$ cat src/rtl/ipdt_pkg.sv
// Shared constants and beat types for the index pair dedup table.
`timescale 1ns / 1ps

package ipdt_pkg;

  localparam int CAPACITY  = 1024;
  localparam int ADDR_W    = (CAPACITY > 1) ? $clog2(CAPACITY) : 1;
  localparam int CNT_W     = $clog2(CAPACITY + 1);
  localparam int KEY_W     = 32;
  localparam int IDX_OUT_W = 10;
  localparam int CNT_OUT_W = 11;

  typedef struct packed {
    logic [15:0] vertex_index;
    logic [15:0] texcoord_index;
    logic        start_mesh;
  } pair_t;

  typedef struct packed {
    logic [IDX_OUT_W-1:0] canonical_index;
    logic                 was_added;
    logic                 table_full;
    logic [CNT_OUT_W-1:0] entry_count;
  } result_t;

  // controller -> datapath
  typedef struct packed {
    logic load;
    logic scan;
    logic resolve;
    logic publish;
  } cmd_t;

  // datapath -> controller
  typedef struct packed {
    logic hit;
    logic exhausted;
  } status_t;

endpackage

$ cat src/rtl/ipdt_ctrl.sv
// Controller: accept, scan, resolve and output beat sequencing.
`timescale 1ns / 1ps

module ipdt_ctrl (
  input  logic              clk,
  input  logic              rst,
  input  logic              pair_valid,
  output logic              pair_stall,
  output logic              result_valid,
  input  logic              result_stall,
  output ipdt_pkg::cmd_t    cmd,
  input  ipdt_pkg::status_t status
);

  localparam logic [1:0] ST_IDLE = 2'd0;
  localparam logic [1:0] ST_SCAN = 2'd1;
  localparam logic [1:0] ST_DONE = 2'd2;

  logic [1:0] state;
  logic [1:0] state_next;
  logic       out_free;

  assign pair_stall = (state != ST_IDLE);
  assign out_free   = !result_valid || !result_stall;

  always_comb begin
    cmd        = '0;
    state_next = state;
    unique case (state)
      ST_IDLE: begin
        if (pair_valid) begin
          cmd.load   = 1'b1;
          state_next = ST_SCAN;
        end
      end
      ST_SCAN: begin
        cmd.scan = 1'b1;
        if (status.hit || status.exhausted) begin
          cmd.resolve = 1'b1;
          state_next  = ST_DONE;
        end
      end
      ST_DONE: begin
        if (out_free) begin
          cmd.publish = 1'b1;
          state_next  = ST_IDLE;
        end
      end
      default: begin
        state_next = ST_IDLE;
      end
    endcase
  end

  always_ff @(posedge clk) begin
    if (rst) begin
      state        <= ST_IDLE;
      result_valid <= 1'b0;
    end else begin
      state <= state_next;
      if (cmd.publish) begin
        result_valid <= 1'b1;
      end else if (!result_stall) begin
        result_valid <= 1'b0;
      end
    end
  end

endmodule

$ cat config.mk
export PLATFORM = sky130hd
export DESIGN_NAME = ipdt_ctrl
export DESIGN_NICKNAME = d
export VERILOG_FILES = /design/src/rtl/ipdt_pkg.sv /design/src/rtl/ipdt_ctrl.sv
export SDC_FILE = /design/constraint.sdc
export NUM_CORES = 1
export LEC_CHECK = 0
export BUFFER_PORTS_ARGS = -buffer_cell sky130_fd_sc_hd__buf_4
export CAP_MARGIN = 20
export CORE_AREA = 8 8 45 47
export DETAILED_ROUTE_END_ITERATION = 10
export DIE_AREA = 0 0 53 55
export SYNTH_ARGS = -nofsm -noshare
export SYNTH_HDL_FRONTEND = slang
export SYNTH_SLANG_ARGS = --single-unit
$ cat constraint.sdc
create_clock -name clk -period 1.1 [get_ports clk]
set_input_delay 0.22 -clock clk [delete_from_list [all_inputs] [get_ports clk]]
set_output_delay 0.22 -clock clk [all_outputs]
set_load 0.01 [all_outputs]
==> run metrics, run 1 <==
CP delay by family, top=flip-flops; chip width=~53 µm; clock transition at the registers of the reported paths=~0.03 ns; Worst Hold Launch=rst; switching power=0.0000935 W; Sw Ratio=0.233; Pleak=about 0.16 nW; final net count=44; clock root cell=clkbuf_4; Combinational Power Share=0.232; Mapped Area=about 160 µm²; Synth area leaders=dfxtp_1 (38%), nand2b_4 (8.7%), or2_1 (7.9%); crit-path max cell delay=approximately 0.35 ns; Crit path arrival time=about 1.0 ns; final core occ=0.243; Area growth, synth to finish=113%; Synth top area share=0.381; GRT Resource Usage Total=0.0382; worst setup path category=reg2out; die height=~55 µm; Max transition margin=0.896; min Tclk post-route=around 1.2 ns; CTS buffer count=3; max-slew violation count=0; peak supply drop=approximately 0.00021 V; Max Cap Viol=0; pin slew with the least headroom to its limit=between 0.15 and 0.2 ns; register area share after synthesis=0.381; area leader, netlist=dfxtp_1; ANT cells=0; number of buffers inserted by hold repair at cts=0; antenna viol nets, final=0; cell count after placement=46; Critical Path Start=state[1]; Initial DRT Pass Iterations=1; Initial DRC Count=0; Mapped Cells=19; fmax=approximately 810 MHz; port bufs=11; asr flop ratio synth=0; H-tree level count=1; cell row count=14; Synth top cells by count=dfxtp_1 (3), a21oi_1 (2), inv_1 (2), nor2_1 (2), or2_1 (2); fin crit share=1.12; # fillers=165; WP data required=between 0.8 and 0.9 ns; Syn Area/Cell=8.30 µm²; failing checks=negative setup slack; Core Area=about 0.0014 mm²; Clk pwr share=0.469; register bit total from synthesis=3; via/cell ratio=between 3 and 4; CP Capture Type=output pin; Final Hold Vio Count=0; most frequent cell after synthesis=dfxtp_1; GP Congestion=just under 0.6; Avg WL per Cell=about 9.2 µm; Num Clock Sinks=3; CP Cell Sequence=or2_1 -> nor2_1 -> buf_4; Setup WS post-layout=-0.135 ns; RR Startpoint=state[0]; gr busiest metal=met2; share of post-route cells with drive strength above 1=0.676; post-synth net total=25; GR Layer Usage met3=0.0321; critical path peak fanout=4; Non-Filler Instances=between 50 and 60; Int Pwr=slightly above 0.0003 W; vias in the first global route=about 200; critical path's slowest cell=dfxtp_4; Worst Hold Class=in2reg; Sequential Power Share=0.298; Final Skew=0.000225 ns; EDFF count, synth=0; met1 Resource Use GR=0.0182; number of I/O pins=12; grt ovf=0; residual DRC count=0; Top FF cell, synth=dfxtp_1; RSZ-0062 raised after global routing=yes; status=complete, but fails checks; Vias=between 150 and 200; clk_lat worst skew=roughly 0.23 ns; Power Density=approximately 1200 mW/mm²; warnings from Yosys=0; GRT met2 Usage=0.0664; Post-Route WL=486 µm; TritonCTS clock tree=built; final setup vio count=4; Initial Utilization=0.114; maximum clock insertion buffer count=2; CP Buf/Inv Count=1; largest net degree at the start of global routing=5; antenna violations before repair=0; die area=between 0.002 and 0.003 mm²; first-pass GRT wire length=about 700 µm; Worst setup SP type=flip-flop; synth unique cells=13
==> layout make-up <==
cell class,instances,area [µm²],share of cell area
multi-input cells,13,97.6,0.290
clock buffers,4,26.3,0.0781
flip-flops and latches,3,65.1,0.193
inverters,2,7.51,0.0223
repair buffers,15,120,0.357
well taps,16,20.0,0.0595
==> through the flow <==
| step | cell area [µm²] | power [W] | TNS (ns) | hold slack (ns) | worst slack (ns) |
|---|---|---|---|---|---|
| 2_1_floorplan | 158 | 0.000154 | 0 | 0.282 | 0.108 |
| 3_3_place_gp | 260 | 0.000196 | 0 | 0.399 | 0.0535 |
| 3_5_place_dp | 260 | 0.000197 | 0 | 0.407 | 0.0495 |
| 4_1_cts | 304 | 0.000404 | -0.390 | 0.152 | -0.155 |
| 5_1_grt | 337 | 0.000423 | -0.567 | 0.163 | -0.188 |
| 6_report | 337 | 0.000401 | -0.381 | 0.161 | -0.135 |
==> cell families after synthesis <==
kind of cell | Yosys count | share of synthesized area
and+or+nand+nor | 8 | 0.309
AOI/OAI and AO/OA | 4 | 0.151
DFF | 3 | 0.381
buffers and inverters | 3 | 0.0953
muxes | 1 | 0.0635
==> flip-flops by register name, summed over array words and instances (netlist names) <==
signal and flops:
result_valid 1, state 2
==> power groups by stage <==
stage | logic (W) | registers (W) | clock network, W
after floorplan | 0.0000323 | 0.000122 | 0
after global placement | 0.0000737 | 0.000122 | 0
after detailed placement | 0.0000750 | 0.000122 | 0
after CTS | 0.0000806 | 0.000123 | 0.000201
after global routing | 0.000103 | 0.000121 | 0.000200
final | 0.0000932 | 0.000120 | 0.000188
==> cell usage in the layout (no fill, tap or decap) <==
cell type and instances:
dfxtp_4 1, nor3_1 1, nor2b_4 1, o21ai_2 1, a21oi_1 1, mux2i_1 1, buf_4 13, clkbuf_1 1
buf_6 2, nor2_1 2, nand2_1 1, inv_1 2, clkbuf_4 3, a21oi_2 2, dfxtp_2 1, nand2b_4 1
or2_1 2, dfxtp_1 1
==> path summary, 6_finish.rpt <==
kind	endpoint	slack, ns	depth (start not counted)
worst max-delay path	cmd[3]	-0.14	3
worst min-delay path	state[1]	0.16	2
worst max register to register	state[1]	0.11	5
worst min register to register	state[0]	0.46	1
==> timing repair <==
item | in CTS | in global routing
setup endpoints to repair | 5 | 5
resized for setup | 6 | 3
cloned | 0 | 0
buffers inserted | 0 | 3
==> metal layers <==
metal  share of wire  vias up  wire length (µm)
li1                -       97                 -
met1            0.23       84               113
met2            0.62        5               299
met3            0.15        0                73
met4               0        0                 0
met5               0        -                 0
Power figures use the tool's default switching activity.
==> run 2, diff against run 1 <==
Settings changed: BUFFER_PORTS_ARGS -buffer_cell sky130_fd_sc_hd__buf_4 to -buffer_cell sky130_fd_sc_hd__clkbuf_2, CAP_MARGIN 20 to default, RECOVER_POWER from default to 25.
==> run 2 against run 1 <==
The run still ends with negative setup slack left. Count of clock-buffer cells in the layout unchanged. Die area did not move. Register-to-register slack worse by 0.12 ns. Global-route usage grew 0.28 points. Clock power is essentially flat. First-iteration DRC count is 1 higher. Via count is 7.5% higher. Critical path type unchanged. Largest cell class unchanged.
==> run metrics, run 2 (synthesis results as in run 1) <==
status=complete, but fails checks; failing checks=negative setup slack; reg-to-reg endpoint=state[1]; GRT Resource Usage Total=0.0409 (+0.00275); Worst Hold Launch=rst; post-DP HPWL=371 µm; chip width=53 µm (unchanged); Crit path arrival time=1.01 ns (about the same); Initial DRC Count=1 (+1); min Tclk post-route=1.23 ns (-0.00272 ns); share of post-route cells with drive strength above 1=0.692 (+0.0166); Largest register FFs=2 (unchanged); Power Density=1210 mW/mm² (+1.1%); clock transition at the registers of the reported paths=0.04 ns (about the same); antenna violations before repair=0 (unchanged); Vias=200 (+7.5%); die height=55 µm (unchanged); Final Hold Vio Count=0 (unchanged); Reg2Reg Depth=5 (unchanged); die area=0.00292 mm² (unchanged); Pleak=0.164 nW (+2.0%); CTS buffer count=3 (unchanged); antenna viol nets, final=0 (unchanged); residual DRC count=0 (unchanged); cell row count=14 (unchanged); CP Cell Sequence=or2_1 -> nor2_1 -> buf_2; ANT cells=0 (unchanged); Max transition margin=0.916 (+0.0200); FF+latch area=65.1 µm² (unchanged); H-tree level count=1 (unchanged); Design Power=0.000394 W (-2.0%); first-pass GRT wire length=759 µm (+8.0%); crit-path max cell delay=0.36 ns (about the same); Initial DRT Pass Iterations=4 (+3); fin crit share=1.12 (-0.00247); clk_lat worst skew=0.23 ns (about the same); area of the multi-input gates=97.6 µm² (unchanged); Final Skew=0.000573 ns (+0.000348 ns); Hold Slack=0.177 ns (+0.0150 ns); Area growth, synth to finish=107%; WP data required=0.88 ns (about the same); pin slew with the least headroom to its limit=0.123 ns (-0.0323 ns); Top Registers=state x2, result_valid x1; Core Area=0.00138 mm² (unchanged); port bufs=11 (unchanged); Worst Hold Endpoint=state[1]; Setup WS post-layout=-0.133 ns (+0.00272 ns); GP Congestion=0.609 (+3.6%); TritonCTS clock tree=built; number of I/O pins=12 (unchanged); Avg WL per Cell=8.49 µm (-7.4%); Post-Route WL=467 µm (-3.9%); clock root cell=clkbuf_4; Max Cap Viol=0 (unchanged); Num Clock Sinks=3 (unchanged); largest net degree at the start of global routing=5 (unchanged); vias in the first global route=200 (+1.5%); via/cell ratio=3.64 (+3.6%); maximum clock insertion buffer count=2 (unchanged); max-slew violation count=0 (unchanged); CP Buf/Inv Count=1 (unchanged); final setup vio count=6 (+2); worst setup path category=reg2out; Worst setup SP type=flip-flop; largest reg by FF count=state; CP Capture Type=output pin; most common cell after layout, fill and taps aside=clkbuf_2; critical path peak fanout=4 (unchanged); Hold Path Stages=2 (unchanged); most frequent cells in the layout=clkbuf_2 (6), buf_4 (5), buf_2 (4); RSZ-0062 raised after global routing=yes; reg-to-reg slack, setup=-0.01 ns (-0.12 ns); grt ovf=0 (unchanged); # fillers=160 (-3.0%); fmax=811 MHz (+0.22%); RR Startpoint=state[0]; CP delay by family, top=flip-flops; critical path's slowest cell=dfxtp_4; number of buffers inserted by hold repair at cts=0 (unchanged); Initial Utilization=0.114 (unchanged); final net count=46 (+4.5%); Worst Hold Class=in2reg; peak supply drop=0.000185 V (-13%)
## run 2: what timing repair did
| action | in CTS | in global routing |
|---|---|---|
| setup buffers | 2 | 3 |
| resized for setup | 6 | 8 |
| setup endpoints to repair | 5 | 5 |
## run 2: final cells by class
class                      count  area share
inverter                       2      0.0230
tap                           16      0.0613
timing repair buffer          17       0.337
clock buffer                   4      0.0805
sequential                     3       0.199
multi-input combinational     13       0.299
## run 2: worst max path at each step
| stage | from | endpoint | cells after the start |
|---|---|---|---|
| after global routing | state[1] | cmd[3] | 3 |
| after detailed placement | state[0] | cmd[1] | 4 |
| after floorplan | state[1] | cmd[3] | 2 |
| final | state[1] | cmd[3] | 3 |
| after CTS | state[1] | cmd[3] | 3 |
| after global placement | state[0] | cmd[1] | 4 |
## run 2: metal layers
layer,up-vias,global-route usage,wire [µm],share of wire
met5,-,0,0,0
met4,0,0.0517,0,0
met3,0,0.0348,62,0.13
met2,5,0.0664,281,0.60
met1,92,0.0242,122,0.26
li1,103,-,-,-
## run 2: metrics by stage
step	instance area (µm²)	setup TNS [ns]	instances	utilization	setup slack, ns
3_5_place_dp	233	0	46	0.168	0.0374
5_1_grt	327	-0.745	55	0.236	-0.188
3_3_place_gp	233	0	46	0.168	0.0440
4_1_cts	292	-0.362	52	0.211	-0.155
2_1_floorplan	158	0	19	-	0.108
6_report	327	-0.344	55	0.236	-0.133
## run 2: power breakdown
part / total [W] / leakage, nW / switching, W / internal, W
clock: 0.000188 / 0.0150 / 0.0000519 / 0.000136
sequential: 0.000121 / 0.0256 / 0.00000630 / 0.000114
combinational: 0.0000855 / 0.123 / 0.0000340 / 0.0000515
==> run 3, diff against run 2 <==
Settings changed: SKIP_LAST_GASP from default to 1.
==> run 3 against run 2 <==
The flow still finishes with violations (negative setup slack). Global-route usage did not move. Largest power group unchanged. Register-to-register slack about the same. Routed wire length fell by 1.7%. Clock skew is essentially flat.
==> run metrics, run 3 (synthesis results as in run 1) <==
status=complete, but fails checks; failing checks=negative setup slack; first-pass GRT wire length=759 µm (unchanged); Area growth, synth to finish=91.3%; number of I/O pins=12 (unchanged); post-DP HPWL=371 µm (unchanged); RSZ-0062 raised after global routing=yes; H-tree level count=1 (unchanged); critical path peak fanout=4 (unchanged); cell count after placement=46 (unchanged); Combinational Power Share=0.191 (-0.026); die height=55 µm (unchanged); Vias=192 (-4.0%); Final Hold Vio Count=0 (unchanged); chip width=53 µm (unchanged); Power Density=1260 mW/mm² (+4.9%); Crit path arrival time=1.01 ns (about the same); Avg WL per Cell=8.66 µm (+2.0%); share of post-route cells with drive strength above 1=0.676 (-0.0166); Sw Ratio=0.237 (+0.00309); min Tclk post-route=1.23 ns (+0.000348 ns); Initial DRT Pass Iterations=4 (unchanged); clk_lat worst skew=0.23 ns (about the same); worst slack, placed=0.0374 ns (unchanged); worst setup path category=reg2out; Max Cap Viol=0 (unchanged); via/cell ratio=3.62 (-0.38%); Sequential Power Share=0.316 (+0.010); Final Skew=0.000771 ns (+0.000198 ns); # fillers=161 (+0.63%); most frequent cells in the layout=clkbuf_2 (7), buf_2 (4), buf_4 (4); Int Pwr=0.000291 W (-3.5%); maximum clock insertion buffer count=2 (unchanged); GP Congestion=0.609 (unchanged); Top Registers=state x2, result_valid x1; final net count=44 (-4.3%); vias in the first global route=200 (unchanged); residual DRC count=0 (unchanged); Initial DRC Count=1 (unchanged); Largest register FFs=2 (unchanged); grt ovf=0 (unchanged); Worst setup SP type=flip-flop; largest net degree at the start of global routing=5 (unchanged); Clk pwr share=0.493 (+0.017); clock transition at the registers of the reported paths=0.04 ns (about the same); Max transition margin=0.916 (unchanged); Core Area=0.00138 mm² (unchanged); pin slew with the least headroom to its limit=0.123 ns (-0.000000119 ns); most common cell after layout, fill and taps aside=clkbuf_2; antenna viol nets, final=0 (unchanged); GRT Resource Usage Total=0.0409 (unchanged); max-slew violation count=0 (unchanged); Num Clock Sinks=3 (unchanged); TritonCTS clock tree=built; ANT cells=0 (unchanged); Setup WS post-layout=-0.133 ns (-0.000348 ns); largest reg by FF count=state; CP Capture Type=output pin; switching power=0.0000905 W (-1.8%); Worst Hold Class=in2reg; FF+latch area=65.1 µm² (unchanged); antenna violations before repair=0 (unchanged); die area=0.00292 mm² (unchanged); WP data required=0.88 ns (about the same); Initial Utilization=0.114 (unchanged); fin crit share=1.12 (about the same); Post-Route WL=459 µm (-1.7%); Pleak=0.152 nW (-7.5%); Hold Slack=0.177 ns (+0.000148 ns); fmax=811 MHz (about the same); setup_tns=-0.316 ns (+0.0278 ns); port bufs=11 (unchanged); area of the multi-input gates=97.6 µm² (unchanged); Non-Filler Instances=53 (-3.6%); peak supply drop=0.000179 V (-3.2%); clock root cell=clkbuf_4; final setup vio count=5 (-1); cell row count=14 (unchanged); CTS buffer count=3 (unchanged)
run 3: worst paths after layout:
path	startpoint	to	slack, ns	cells past startpoint
setup reg to reg	state[0]	state[1]	-0.01	5
hold / removal	rst	state[1]	0.18	2
hold reg to reg	state[1]	state[0]	0.47	1
setup / recovery	state[1]	cmd[3]	-0.13	3
run 3: layout make-up:
type                    count  share of cell area
well taps                  16              0.0664
repair buffers             15               0.282
clock buffers               4              0.0871
multi-input cells          13               0.324
inverters                   2              0.0249
flip-flops and latches      3               0.216
run 3: power by group through the flow:
stage               registers (W)   logic, W  clock network (W)
floorplan                0.000122  0.0000323                  0
global placement         0.000122  0.0000607                  0
detailed placement       0.000122  0.0000612                  0
CTS                      0.000122  0.0000710           0.000200
global route             0.000121  0.0000814           0.000225
finish                   0.000121  0.0000728           0.000188
run 3: metal layers:
layer / share of wire / GRT usage
met4: 0 / 0.0517
met3: 0.13 / 0.0348
met2: 0.60 / 0.0664
met5: 0 / 0
met1: 0.26 / 0.0242
run 3: through the flow:
step | utilization | area [µm²] | total power (W)
floorplan | - | 158 | 0.000154
global placement | 0.168 | 233 | 0.000183
detailed placement | 0.168 | 233 | 0.000183
CTS | 0.208 | 288 | 0.000393
global route | 0.218 | 302 | 0.000427
finish | 0.218 | 302 | 0.000381
run 3: critical path, cell delays in order (launching register included):
cell	delay, ns
dfxtp_4	0.36
or2_1	0.22
nor2_1	0.08
buf_2	0.13
run 3: repair_timing:
item                                    4_1_cts  5_1_grt
hold buffers                                  0        0
buffers inserted                              2        1
endpoints found under the setup margin        5        5
gates resized for setup                       5        6
